[config.mk]
export PLATFORM = sky130hd
export DESIGN_NAME = datagram_ack_loss_tracker
export DESIGN_NICKNAME = d
export VERILOG_FILES = /design/src/rtl/dalt_pkg.sv /design/src/rtl/dalt_ctrl.sv /design/src/rtl/dalt_datapath.sv /design/src/rtl/datagram_ack_loss_tracker.sv
export SDC_FILE = /design/constraint.sdc
export NUM_CORES = 2
export LEC_CHECK = 0
export ABC_CLOCK_PERIOD_IN_PS = 10300
export BUFFER_PORTS_ARGS = -buffer_cell sky130_fd_sc_hd__buf_2
export CORE_UTILIZATION = 57
export CTS_BUF_LIST = sky130_fd_sc_hd__clkbuf_16
export CTS_CLUSTER_SIZE = 12
export DETAILED_ROUTE_END_ITERATION = 10
export PLACE_DENSITY_LB_ADDON = 0.05
export SLEW_MARGIN = 20
export SYNTH_ARGS = -nofsm -noshare
export SYNTH_HDL_FRONTEND = slang
export SYNTH_HIERARCHICAL = 1
export SYNTH_SLANG_ARGS = --single-unit
[constraint.sdc]
create_clock -name clk_i -period 10.3 [get_ports clk_i]
set_input_delay 0.515 -clock clk_i [delete_from_list [all_inputs] [get_ports clk_i]]
set_output_delay 0.515 -clock clk_i [all_outputs]
set_load 0.02 [all_outputs]
[src/rtl/dalt_pkg.sv]
// shared types, constants and helpers for the datagram ack loss tracker
`default_nettype none
package dalt_pkg;

  localparam int unsigned PENDING_DEPTH = 32;
  localparam int unsigned IDX_W = $clog2(PENDING_DEPTH);
  localparam int unsigned CNT_W = $clog2(PENDING_DEPTH + 1);

  localparam logic OP_SEND = 1'b0;
  localparam logic OP_RECV = 1'b1;

  typedef enum logic [2:0] {
    ST_SENT      = 3'd0,
    ST_TOO_BIG   = 3'd1,
    ST_TIMEOUT   = 3'd2,
    ST_ACCEPTED  = 3'd3,
    ST_DISCARDED = 3'd4
  } status_e;

  typedef enum logic [1:0] {
    REG_PROTOCOL   = 2'd0,
    REG_SIZE_LIMIT = 2'd1,
    REG_TIMEOUT    = 2'd2
  } reg_idx_e;

  typedef struct packed {
    logic        operation;
    logic [31:0] tick;
    logic [47:0] time_us;
    logic [15:0] payload_length;
    logic [31:0] protocol;
    logic [15:0] remote_sequence;
    logic [15:0] remote_ack;
    logic [31:0] ack_bits;
  } in_item_t;

  typedef struct packed {
    status_e     status;
    logic [15:0] stamped_sequence;
    logic [15:0] stamped_ack;
    logic [15:0] ping_ms;
    logic [31:0] lost_count;
    logic [31:0] sent_count;
    logic [5:0]  pending_count;
  } out_item_t;

  typedef struct packed {
    logic load;
    logic exec;
    logic scan;
    logic samp;
    logic err;
    logic prod;
    logic acc;
    logic fin;
  } cmd_t;

  typedef struct packed {
    logic scan_req;
    logic scan_done;
    logic found;
  } stat_t;

  // ring index add, both operands below the depth
  function automatic logic [IDX_W-1:0] wrap_add(input logic [IDX_W-1:0] a,
                                                 input logic [IDX_W-1:0] b);
    logic [IDX_W:0] s;
    s = {1'b0, a} + {1'b0, b};
    if (s >= (IDX_W+1)'(PENDING_DEPTH)) begin
      s = s - (IDX_W+1)'(PENDING_DEPTH);
    end
    return s[IDX_W-1:0];
  endfunction

endpackage
`default_nettype wire

[src/rtl/dalt_ctrl.sv]
// controller state machine sequencing exec, list walk and ping update
`default_nettype none
module dalt_ctrl (
  input  wire logic           clk_i,
  input  wire logic           rst_ni,
  input  wire logic           start_i,
  input  wire dalt_pkg::stat_t stat_i,
  output dalt_pkg::cmd_t      cmd_o,
  output logic                busy_o,
  output logic                done_o
);

  typedef enum logic [8:0] {
    S_IDLE = 9'b000000001,
    S_EXEC = 9'b000000010,
    S_SCAN = 9'b000000100,
    S_SAMP = 9'b000001000,
    S_ERR  = 9'b000010000,
    S_PROD = 9'b000100000,
    S_ACC  = 9'b001000000,
    S_FIN  = 9'b010000000,
    S_DONE = 9'b100000000
  } state_e;

  state_e state_q, state_d;

  always_comb begin
    state_d = state_q;
    unique case (state_q)
      S_IDLE: if (start_i) state_d = S_EXEC;
      S_EXEC: state_d = stat_i.scan_req ? S_SCAN : S_FIN;
      S_SCAN: begin
        if (stat_i.scan_done) state_d = stat_i.found ? S_SAMP : S_FIN;
      end
      S_SAMP: state_d = S_ERR;
      S_ERR:  state_d = S_PROD;
      S_PROD: state_d = S_ACC;
      S_ACC:  state_d = S_FIN;
      S_FIN:  state_d = S_DONE;
      S_DONE: state_d = S_IDLE;
      default: state_d = S_IDLE;
    endcase
  end

  always_ff @(posedge clk_i or negedge rst_ni) begin
    if (!rst_ni) begin
      state_q <= S_IDLE;
    end else begin
      state_q <= state_d;
    end
  end

  always_comb begin
    cmd_o.load = (state_q == S_IDLE) && start_i;
    cmd_o.exec = (state_q == S_EXEC);
    cmd_o.scan = (state_q == S_SCAN);
    cmd_o.samp = (state_q == S_SAMP);
    cmd_o.err  = (state_q == S_ERR);
    cmd_o.prod = (state_q == S_PROD);
    cmd_o.acc  = (state_q == S_ACC);
    cmd_o.fin  = (state_q == S_FIN);
  end

  assign busy_o = (state_q != S_IDLE);
  assign done_o = (state_q == S_DONE);

endmodule
`default_nettype wire

[src/rtl/dalt_datapath.sv]
// datapath: config registers, pending ring, counters and ping filter
`default_nettype none
module dalt_datapath (
  input  wire logic               clk_i,
  input  wire logic               rst_ni,
  input  wire dalt_pkg::in_item_t item_i,
  input  wire logic               cfg_we_i,
  input  wire logic [1:0]         cfg_idx_i,
  input  wire logic [31:0]        cfg_data_i,
  input  wire dalt_pkg::cmd_t     cmd_i,
  output dalt_pkg::stat_t         stat_o,
  output dalt_pkg::out_item_t     result_o
);

  localparam int unsigned IW = dalt_pkg::IDX_W;
  localparam int unsigned CW = dalt_pkg::CNT_W;
  localparam logic signed [14:0] GAIN = 15'sd6554;
  localparam logic [23:0] RECIP_125 = 24'd8589935;
  localparam logic [27:0] MS_SAT = 28'd8192000;

  logic [15:0] seq_mem [dalt_pkg::PENDING_DEPTH];
  logic [47:0] stamp_mem [dalt_pkg::PENDING_DEPTH];

  dalt_pkg::in_item_t item_q;
  logic [31:0] proto_q;
  logic [15:0] size_q, tmo_q;
  logic [IW-1:0] head_q;
  logic [CW-1:0] used_q, rd_q, wr_q;
  logic [15:0] next_seq_q, lrs_q;
  logic [31:0] lht_q, lost_q, sent_q;
  logic linked_q, found_q, scan_req_q;
  logic signed [39:0] avg_q;
  logic [47:0] hit_stamp_q;
  logic signed [31:0] sample_q;
  logic signed [40:0] err_q;
  logic signed [54:0] prod_q;
  dalt_pkg::status_e status_q;
  logic [15:0] sseq_q, sack_q, ping_ms_q;

  // exec decode
  logic send_ok, tmo, full, recv_ok, newer;
  logic [31:0] eff_lht, elapsed;
  logic [15:0] eff_seq, eff_lrs, dr;

  always_comb begin
    eff_lht = linked_q ? lht_q : item_q.tick;
    eff_seq = linked_q ? next_seq_q : 16'd0;
    eff_lrs = linked_q ? lrs_q : 16'd0;
    elapsed = item_q.tick - eff_lht;
    send_ok = (item_q.operation == dalt_pkg::OP_SEND) && (item_q.payload_length <= size_q);
    tmo     = elapsed > {16'd0, tmo_q};
    full    = (used_q == CW'(dalt_pkg::PENDING_DEPTH));
    recv_ok = (item_q.payload_length < size_q) && (item_q.protocol == proto_q) && linked_q;
    dr      = item_q.remote_sequence - lrs_q;
    newer   = (dr != 16'd0) && (dr <= 16'h8000);
  end

  // walk decode
  logic scan_done, hit, lost_e, ack_e, keep;
  logic [IW-1:0] pf_addr, wr_addr;
  logic [15:0] e_seq_q, dd;
  logic [47:0] e_stamp_q;
  logic [4:0] bit_idx;

  always_comb begin
    scan_done = (rd_q == used_q);
    pf_addr   = cmd_i.exec ? head_q
                           : dalt_pkg::wrap_add(head_q, rd_q[IW-1:0] + IW'(1));
    wr_addr   = dalt_pkg::wrap_add(head_q, wr_q[IW-1:0]);
    hit       = !found_q && (e_seq_q == item_q.remote_ack);
    dd        = item_q.remote_ack - e_seq_q;
    bit_idx   = 5'(dd[5:0] - 6'd1);
    lost_e    = (dd != 16'd0) && (dd <= 16'h8000) && (dd > 16'd32);
    ack_e     = (dd != 16'd0) && (dd <= 16'd32) && item_q.ack_bits[bit_idx];
    keep      = !hit && !lost_e && !ack_e;
  end

  // ring write port
  logic mem_we;
  logic [IW-1:0] mem_addr;
  logic [15:0] mem_seq;
  logic [47:0] mem_stamp;

  always_comb begin
    if (cmd_i.exec) begin
      mem_we    = send_ok && !tmo;
      mem_addr  = full ? head_q : dalt_pkg::wrap_add(head_q, used_q[IW-1:0]);
      mem_seq   = eff_seq;
      mem_stamp = item_q.time_us;
    end else begin
      mem_we    = cmd_i.scan && !scan_done && keep;
      mem_addr  = wr_addr;
      mem_seq   = e_seq_q;
      mem_stamp = e_stamp_q;
    end
  end

  always_ff @(posedge clk_i) begin
    if (mem_we) begin
      seq_mem[mem_addr]   <= mem_seq;
      stamp_mem[mem_addr] <= mem_stamp;
    end
  end

  // ring read port, one entry ahead of the walk
  always_ff @(posedge clk_i) begin
    e_seq_q   <= seq_mem[pf_addr];
    e_stamp_q <= stamp_mem[pf_addr];
  end

  // ping filter stages
  logic [47:0] diff;
  logic signed [31:0] sample_d;
  logic signed [40:0] err_d, sum;
  logic signed [54:0] prod_d;
  logic signed [39:0] avg_d;

  always_comb begin
    diff = item_q.time_us - hit_stamp_q;
    if (!diff[47] && (diff[46:31] != 16'd0)) begin
      sample_d = 32'sh7fffffff;
    end else if (diff[47] && (diff[46:31] != 16'hffff)) begin
      sample_d = 32'sh80000000;
    end else begin
      sample_d = diff[31:0];
    end
    err_d  = {{1{sample_q[31]}}, sample_q, 8'd0} - {avg_q[39], avg_q};
    prod_d = err_q * GAIN;
    sum    = {avg_q[39], avg_q} + {{2{prod_q[54]}}, prod_q[54:16]};
    if (sum[40] != sum[39]) begin
      avg_d = sum[40] ? {1'b1, 39'd0} : {1'b0, {39{1'b1}}};
    end else begin
      avg_d = sum[39:0];
    end
  end

  // ms readout: avg / 256000 = (avg >> 11) / 125
  logic [27:0] ms_x;
  logic [46:0] ms_prod;
  logic [15:0] ms_d;

  always_comb begin
    ms_x    = avg_q[38:11];
    ms_prod = {24'd0, ms_x[22:0]} * {23'd0, RECIP_125};
    if (avg_q[39]) begin
      ms_d = 16'd0;
    end else if (ms_x >= MS_SAT) begin
      ms_d = 16'hffff;
    end else begin
      ms_d = ms_prod[45:30];
    end
  end

  always_ff @(posedge clk_i) begin
    if (cmd_i.load) item_q <= item_i;
    if (cmd_i.samp) sample_q <= sample_d;
    if (cmd_i.err) err_q <= err_d;
    if (cmd_i.prod) prod_q <= prod_d;
    if (cmd_i.fin) ping_ms_q <= ms_d;
    if (cmd_i.scan && !scan_done && hit) hit_stamp_q <= e_stamp_q;
  end

  always_ff @(posedge clk_i or negedge rst_ni) begin
    if (!rst_ni) begin
      proto_q    <= 32'd0;
      size_q     <= 16'd1024;
      tmo_q      <= 16'd100;
      head_q     <= '0;
      used_q     <= '0;
      rd_q       <= '0;
      wr_q       <= '0;
      next_seq_q <= 16'd0;
      lrs_q      <= 16'd0;
      lht_q      <= 32'd0;
      lost_q     <= 32'd0;
      sent_q     <= 32'd0;
      linked_q   <= 1'b0;
      found_q    <= 1'b0;
      scan_req_q <= 1'b0;
      avg_q      <= '0;
      status_q   <= dalt_pkg::ST_SENT;
      sseq_q     <= 16'd0;
      sack_q     <= 16'd0;
    end else begin
      if (cfg_we_i) begin
        unique case (cfg_idx_i)
          dalt_pkg::REG_PROTOCOL:   proto_q <= cfg_data_i;
          dalt_pkg::REG_SIZE_LIMIT: size_q  <= cfg_data_i[15:0];
          dalt_pkg::REG_TIMEOUT:    tmo_q   <= cfg_data_i[15:0];
          default: ;
        endcase
      end
      if (cmd_i.exec) begin
        rd_q    <= '0;
        wr_q    <= '0;
        found_q <= 1'b0;
        sseq_q  <= 16'd0;
        sack_q  <= 16'd0;
        if (item_q.operation == dalt_pkg::OP_SEND) begin
          if (!send_ok) begin
            status_q <= dalt_pkg::ST_TOO_BIG;
          end else begin
            lht_q      <= eff_lht;
            lrs_q      <= eff_lrs;
            sseq_q     <= eff_seq;
            sack_q     <= eff_lrs;
            if (tmo) begin
              linked_q   <= 1'b0;
              next_seq_q <= eff_seq;
              status_q   <= dalt_pkg::ST_TIMEOUT;
            end else begin
              linked_q   <= 1'b1;
              next_seq_q <= eff_seq + 16'd1;
              sent_q     <= sent_q + 32'd1;
              status_q   <= dalt_pkg::ST_SENT;
              if (full) begin
                head_q <= dalt_pkg::wrap_add(head_q, IW'(1));
                lost_q <= lost_q + 32'd1;
              end else begin
                used_q <= used_q + CW'(1);
              end
            end
          end
        end else if (!recv_ok) begin
          status_q <= dalt_pkg::ST_DISCARDED;
        end else begin
          lht_q    <= item_q.tick;
          status_q <= newer ? dalt_pkg::ST_ACCEPTED : dalt_pkg::ST_DISCARDED;
        end
      end
      scan_req_q <= cmd_i.exec && (item_q.operation == dalt_pkg::OP_RECV) && recv_ok && newer;
      if (cmd_i.scan) begin
        if (scan_done) begin
          used_q <= wr_q;
          lrs_q  <= item_q.remote_sequence;
        end else begin
          rd_q <= rd_q + CW'(1);
          if (keep) wr_q <= wr_q + CW'(1);
          if (hit) found_q <= 1'b1;
          if (lost_e && !hit) lost_q <= lost_q + 32'd1;
        end
      end
      if (cmd_i.acc) avg_q <= avg_d;
    end
  end

  // scan request is decided during exec, before the register settles
  assign stat_o.scan_req  = scan_req_q | (cmd_i.exec && (item_q.operation == dalt_pkg::OP_RECV)
                                          && recv_ok && newer);
  assign stat_o.scan_done = scan_done;
  assign stat_o.found     = found_q;

  always_comb begin
    result_o.status           = status_q;
    result_o.stamped_sequence = sseq_q;
    result_o.stamped_ack      = sack_q;
    result_o.ping_ms          = ping_ms_q;
    result_o.lost_count       = lost_q;
    result_o.sent_count       = sent_q;
    result_o.pending_count    = 6'(used_q);
  end

endmodule
`default_nettype wire

[src/rtl/datagram_ack_loss_tracker.sv]
// top level of the datagram ack loss tracker
//
// channel   signals                          transfer when
// item      start_i, item_i, busy_o          start_i high and busy_o low
// result    done_o, result_o                 done_o high, one cycle
// config    cfg_we_i, cfg_idx_i, cfg_data_i  cfg_we_i high
//
// a send or a discarded receive passes through the exec and fin states, then strobes done_o
// an accepted receive walks the pending list entry by entry in the scan state, then runs
// the ping filter (samp, err, prod, acc) when the acked entry is found, before fin and done
// reset clears all control state; the pending ring needs no clearing
// results cannot be stalled; busy_o stays high until the strobe cycle ends
`default_nettype none
module datagram_ack_loss_tracker (
  input  wire logic               clk_i,
  input  wire logic               rst_ni,
  input  wire logic               start_i,
  input  wire dalt_pkg::in_item_t item_i,
  output logic                    busy_o,
  output logic                    done_o,
  output dalt_pkg::out_item_t     result_o,
  input  wire logic               cfg_we_i,
  input  wire logic [1:0]         cfg_idx_i,
  input  wire logic [31:0]        cfg_data_i
);

  dalt_pkg::cmd_t  cmd;
  dalt_pkg::stat_t stat;

  dalt_ctrl u_ctrl (
    .clk_i   (clk_i),
    .rst_ni  (rst_ni),
    .start_i (start_i),
    .stat_i  (stat),
    .cmd_o   (cmd),
    .busy_o  (busy_o),
    .done_o  (done_o)
  );

  dalt_datapath u_datapath (
    .clk_i      (clk_i),
    .rst_ni     (rst_ni),
    .item_i     (item_i),
    .cfg_we_i   (cfg_we_i),
    .cfg_idx_i  (cfg_idx_i),
    .cfg_data_i (cfg_data_i),
    .cmd_i      (cmd),
    .stat_o     (stat),
    .result_o   (result_o)
  );

  a_done_frees: assert property (@(posedge clk_i) disable iff (!rst_ni)
    done_o |=> !busy_o) else $error("busy after result strobe");

  a_start_busy: assert property (@(posedge clk_i) disable iff (!rst_ni)
    (start_i && !busy_o) |=> busy_o) else $error("transfer did not start work");

  a_count_range: assert property (@(posedge clk_i) disable iff (!rst_ni)
    done_o |-> (result_o.pending_count <= 6'(dalt_pkg::PENDING_DEPTH)))
    else $error("pending count out of range");

  a_sent_nonempty: assert property (@(posedge clk_i) disable iff (!rst_ni)
    (done_o && (result_o.status == dalt_pkg::ST_SENT)) |-> (result_o.pending_count != 6'd0))
    else $error("sent with empty pending list");

endmodule
`default_nettype wire
==> metrics.txt <==
# TYPE chip_impl_metric gauge
chip_impl_info{name="run_status",value="completed"} 1
chip_impl_metric{name="first_global_vias",unit=""} 78800
chip_impl_metric{name="cp.required",unit="ns"} 10.87
chip_impl_info{name="setup.worst_path.class",value="register to register"} 1
chip_impl_metric{name="synth_cells",unit=""} 8700
chip_impl_metric{name="finalHoldViolCount",unit=""} 0
chip_impl_metric{name="timing.final.setup_violations",unit=""} 0
chip_impl_metric{name="die_h",unit="µm"} 487
chip_impl_metric{name="drive_gt1_share",unit="%"} 18.2
chip_impl_metric{name="grt.overflow.total",unit=""} 0
chip_impl_metric{name="mappedNetlistArea",unit="mm²"} 0.134
chip_impl_info{name="timing.critical_path.mode_cell",value="sky130_fd_sc_hd__fa_1"} 1
chip_impl_metric{name="place.gp.congestion",unit=""} 0.923
chip_impl_metric{name="core_region_area",unit="mm²"} 0.233
chip_impl_metric{name="syn_nets",unit=""} 9906
chip_impl_info{name="ys_dominant_reg_cell",value="sky130_fd_sc_hd__edfxtp_1"} 1
chip_impl_metric{name="grt_usage",unit="%"} 28.7
chip_impl_metric{name="core.rowCount",unit=""} 177
chip_impl_metric{name="numClockSinks",unit=""} 2783
chip_impl_metric{name="maxCapViolCount",unit=""} 0
chip_impl_info{name="grt_setup_unrepaired",value="false"} 1
chip_impl_metric{name="drc",unit=""} 0
chip_impl_metric{name="synth-seq-cells",unit=""} 2783
chip_impl_metric{name="p_int",unit="µW"} 21500
chip_impl_metric{name="comb_power_share",unit="%"} 18.0
chip_impl_metric{name="rr_worst_depth",unit=""} 23
chip_impl_metric{name="timing.final.crit_share",unit="%"} 74.9
chip_impl_metric{name="detail_route.iter0.violations",unit=""} 7096
chip_impl_metric{name="initial_antenna_violation_count",unit=""} 20
chip_impl_metric{name="dpl.hpwl",unit="µm"} 203000
chip_impl_info{name="critical_path.startpoint_type",value="register"} 1
chip_impl_metric{name="cts_max_level",unit=""} 5
chip_impl_info{name="final_cell_mix",value="sky130_fd_sc_hd__edfxtp_1 (2,417), sky130_fd_sc_hd__inv_1 (1,064), sky130_fd_sc_hd__ha_1 (628)"} 1
chip_impl_metric{name="final-max-slew-violation-count",unit=""} 0
chip_impl_info{name="worst_r2r_endpoint",value="u_datapath/ping_ms_q[12]"} 1
chip_impl_info{name="type_of_the_tightest_min_delay_check",value="input port to async pin"} 1
chip_impl_metric{name="dp.cells",unit=""} 12000
chip_impl_metric{name="finalCoreUtilization",unit="%"} 65.1
chip_impl_metric{name="switching_power",unit="µW"} 7810
chip_impl_metric{name="numCtsBuffers",unit=""} 311
chip_impl_metric{name="finalSetupTns",unit="ns"} 0
chip_impl_metric{name="switching_share",unit="%"} 26.6
chip_impl_metric{name="die_area",unit="mm²"} 0.237
chip_impl_metric{name="ys_warn_count",unit=""} 6
chip_impl_metric{name="die_width",unit="µm"} 487
chip_impl_metric{name="synth_cell_type_count",unit=""} 108
chip_impl_info{name="worstPathCellList",value="fa_1 > inv_1 > fa_1 > inv_1 > fa_1 > fa_1 > fa_1 > inv_1 > fa_1 > inv_1 > fa_1 > ha_1 > or3_1 > a221oi_1 > o31ai_1 > a21oi_1 > a21oi_1 > a211o_1 > a41o_1 > or4b_2 > a21oi_1 > xor2_1 > a21oi_1"} 1
chip_impl_metric{name="grt_first_pass_wirelength",unit="µm"} 504000
chip_impl_info{name="critical_path.reg2reg.startpoint",value="u_datapath/avg_q[31]"} 1
chip_impl_info{name="ctsRootBufferMaster",value="sky130_fd_sc_hd__clkbuf_16"} 1
chip_impl_metric{name="layout.filler_cells",unit=""} 16600
chip_impl_metric{name="start_util",unit="%"} 57.5
chip_impl_metric{name="preCtsSetupSlack",unit="ns"} 2.58
chip_impl_metric{name="vdd_ir_drop_max",unit="V"} 0.000185
chip_impl_metric{name="timing.max_slew.rel_slack",unit="%"} 24.2
chip_impl_metric{name="timing.fmax",unit="GHz"} 0.130
chip_impl_metric{name="drt-vias-per-instance",unit=""} 6.07
chip_impl_metric{name="finalWirelength",unit="µm"} 338000
chip_impl_metric{name="cts_post_setup_buffers_inserted",unit=""} 0
chip_impl_metric{name="worst_clock_skew",unit="ns"} 0.108
chip_impl_metric{name="share_of_synthesized_registers_carrying_an_async_set_or_reset",unit="%"} 10.9
chip_impl_metric{name="clk_pin_slew_worst_paths",unit="ns"} 0.06
chip_impl_info{name="cts_tree",value="done"} 1
chip_impl_metric{name="layout.cells.non_filler",unit=""} 12700
chip_impl_metric{name="ys_seq_area_share",unit="%"} 60.7
chip_impl_metric{name="io-pin-count",unit=""} 354
chip_impl_metric{name="synth_edf_count",unit=""} 2417
chip_impl_metric{name="layout.nets",unit=""} 10600
chip_impl_info{name="slowest_stage",value="sky130_fd_sc_hd__fa_1"} 1
chip_impl_metric{name="drt_pre_antenna_iters",unit=""} 6
chip_impl_metric{name="layout_setup_ws",unit="ns"} 2.58
chip_impl_metric{name="final_antenna_net_count",unit=""} 0
chip_impl_metric{name="clock_latency",unit="ns"} 0.94
chip_impl_metric{name="worstPathArrival",unit="ns"} 8.28
chip_impl_metric{name="via_count",unit=""} 77400
chip_impl_metric{name="rrSetupSlack",unit="ns"} 2.58
chip_impl_metric{name="worst_slew_pin_slew",unit="ns"} 1.14
chip_impl_metric{name="io_buffer_count",unit=""} 353
chip_impl_metric{name="final.min_clock_period",unit="ns"} 7.72
chip_impl_metric{name="layout_overhead_on_the_synthesized_area",unit="%"} 13.1
chip_impl_metric{name="cpPeakStageDelay",unit="ns"} 0.66
chip_impl_metric{name="syn-mean-instance-area",unit="µm²"} 15.4
chip_impl_metric{name="route.detailed.wl_per_inst",unit="µm"} 26.5
chip_impl_info{name="layout.cells.most_common",value="sky130_fd_sc_hd__edfxtp_1"} 1
chip_impl_metric{name="cellPowerDensity",unit="mW/mm²"} 193
chip_impl_metric{name="worst_hold_slack",unit="ns"} 0.234
chip_impl_metric{name="pin_count_of_the_biggest_net_entering_global_routing",unit=""} 158
chip_impl_metric{name="clkPwrFrac",unit="%"} 34.6
chip_impl_metric{name="critPathMaxFanout",unit=""} 9
chip_impl_metric{name="power_leakage",unit="µW"} 0.0587
chip_impl_info{name="worst_setup_path_end_kind",value="register"} 1
chip_impl_metric{name="seqPwrFrac",unit="%"} 47.4
chip_impl_metric{name="max-clock-path-buffers",unit=""} 4
[worst max path at each step]
stage                         startpoint                           to  depth (start not counted)
global placement    u_datapath/avg_q[31]     u_datapath/ping_ms_q[12]                         23
finish              u_datapath/avg_q[31]     u_datapath/ping_ms_q[12]                         23
floorplan            u_datapath/linked_q    u_datapath/seq_mem[10][0]                         23
CTS                 u_datapath/avg_q[31]     u_datapath/ping_ms_q[12]                         23
detailed placement  u_datapath/avg_q[31]     u_datapath/ping_ms_q[12]                         23
global route         u_datapath/linked_q  u_datapath/stamp_mem[1][40]                         23
[cells in the mapped netlist (146+ instances only)]
library cell | number | share of area [%]
sky130_fd_sc_hd__mux2_2 | 276 | 2.3
sky130_fd_sc_hd__edfxtp_1 | 2417 | 54
sky130_fd_sc_hd__a21oi_1 | 288 | 1.1
sky130_fd_sc_hd__dfrtp_1 | 297 | 5.5
sky130_fd_sc_hd__fa_1 | 347 | 5.2
sky130_fd_sc_hd__nand2_1 | 421 | 1.2
sky130_fd_sc_hd__xnor2_1 | 203 | 1.3
sky130_fd_sc_hd__ha_1 | 628 | 5.9
sky130_fd_sc_hd__mux2i_1 | 185 | 1.4
sky130_fd_sc_hd__xor2_1 | 146 | 0.95
sky130_fd_sc_hd__mux4_2 | 520 | 8.7
sky130_fd_sc_hd__o21ai_0 | 326 | 1.2
sky130_fd_sc_hd__nor2_1 | 200 | 0.56
sky130_fd_sc_hd__clkbuf_1 | 200 | 0.56
sky130_fd_sc_hd__inv_1 | 940 | 2.6
[power groups by stage]
stage | logic (µW) | clock network, µW | registers (µW)
after global placement | 5060 | 0 | 14100
after detailed placement | 5170 | 0 | 14100
after CTS | 5260 | 10300 | 13900
after floorplan | 3670 | 0 | 14000
final | 5270 | 10200 | 13900
after global routing | 5740 | 10800 | 13900
[stage by stage]
step	cell area (µm²)	total power, µW
floorplan	134000	17700
global placement	140000	19200
detailed placement	140000	19300
CTS	152000	29500
global route	152000	30500
finish	152000	29300
[layer usage]
layer / global-route usage [%] / part of all wire, % / vias to the layer above
met3: 3.82 / 6.5 / 512
li1: - / - / 34000
met5: 0 / 0.020 / -
met1: 40.8 / 42 / 40200
met4: 7.03 / 2.4 / 10
met2: 47.3 / 49 / 2718
[flip-flops by register name, indices dropped and copies added, names as in the netlist, 39 cells and up]
register,cells
u_datapath/e_stamp_q,48
u_datapath/prod_q,39
u_datapath/seq_mem,512
u_datapath/item_q,193
u_datapath/err_q,41
u_datapath/stamp_mem,1536
u_datapath/hit_stamp_q,48
u_datapath/avg_q,40
[area by class of cell]
| cell class | count | area [µm²] | area share [%] |
|---|---|---|---|
| Multi-Input combinational cell | 4664 | 48300 | 31.9 |
| Timing Repair Buffer | 681 | 5210 | 3.43 |
| Clock inverter | 221 | 1360 | 0.897 |
| Clock buffer | 316 | 7910 | 5.21 |
| Antenna cell | 7 | 17.5 | 0.0115 |
| Sequential cell | 2783 | 81400 | 53.7 |
| Tap cell | 3132 | 3920 | 2.58 |
| Inverter | 940 | 3530 | 2.33 |
[worst max-delay path: cells and delay by family (launching register included)]
family / cells / cell delay (ns)
fa+ha+maj: 8 / 4.00
simple gates: 2 / 0.93
xor+xnor: 1 / 0.16
flops: 1 / 0.53
compound gates: 8 / 1.57
buf+inv: 4 / 0.24
[logic make-up after synthesis]
kind of cell	after synthesis	synth area share, %
flops	2783	60.7
simple gates	1166	4.25
fa+ha+maj	975	11.0
compound gates	1190	5.64
xor+xnor	351	2.31
mux	982	12.4
buf+inv	1253	3.59
[what timing repair did]
action | CTS | global route
setup endpoints to repair | 0 | 0
resized for setup | 0 | 0
hold buffers | 227 | 0
endpoints found under the hold margin | 375 | 0
No activity file was read; power rests on OpenSTA's default activity.
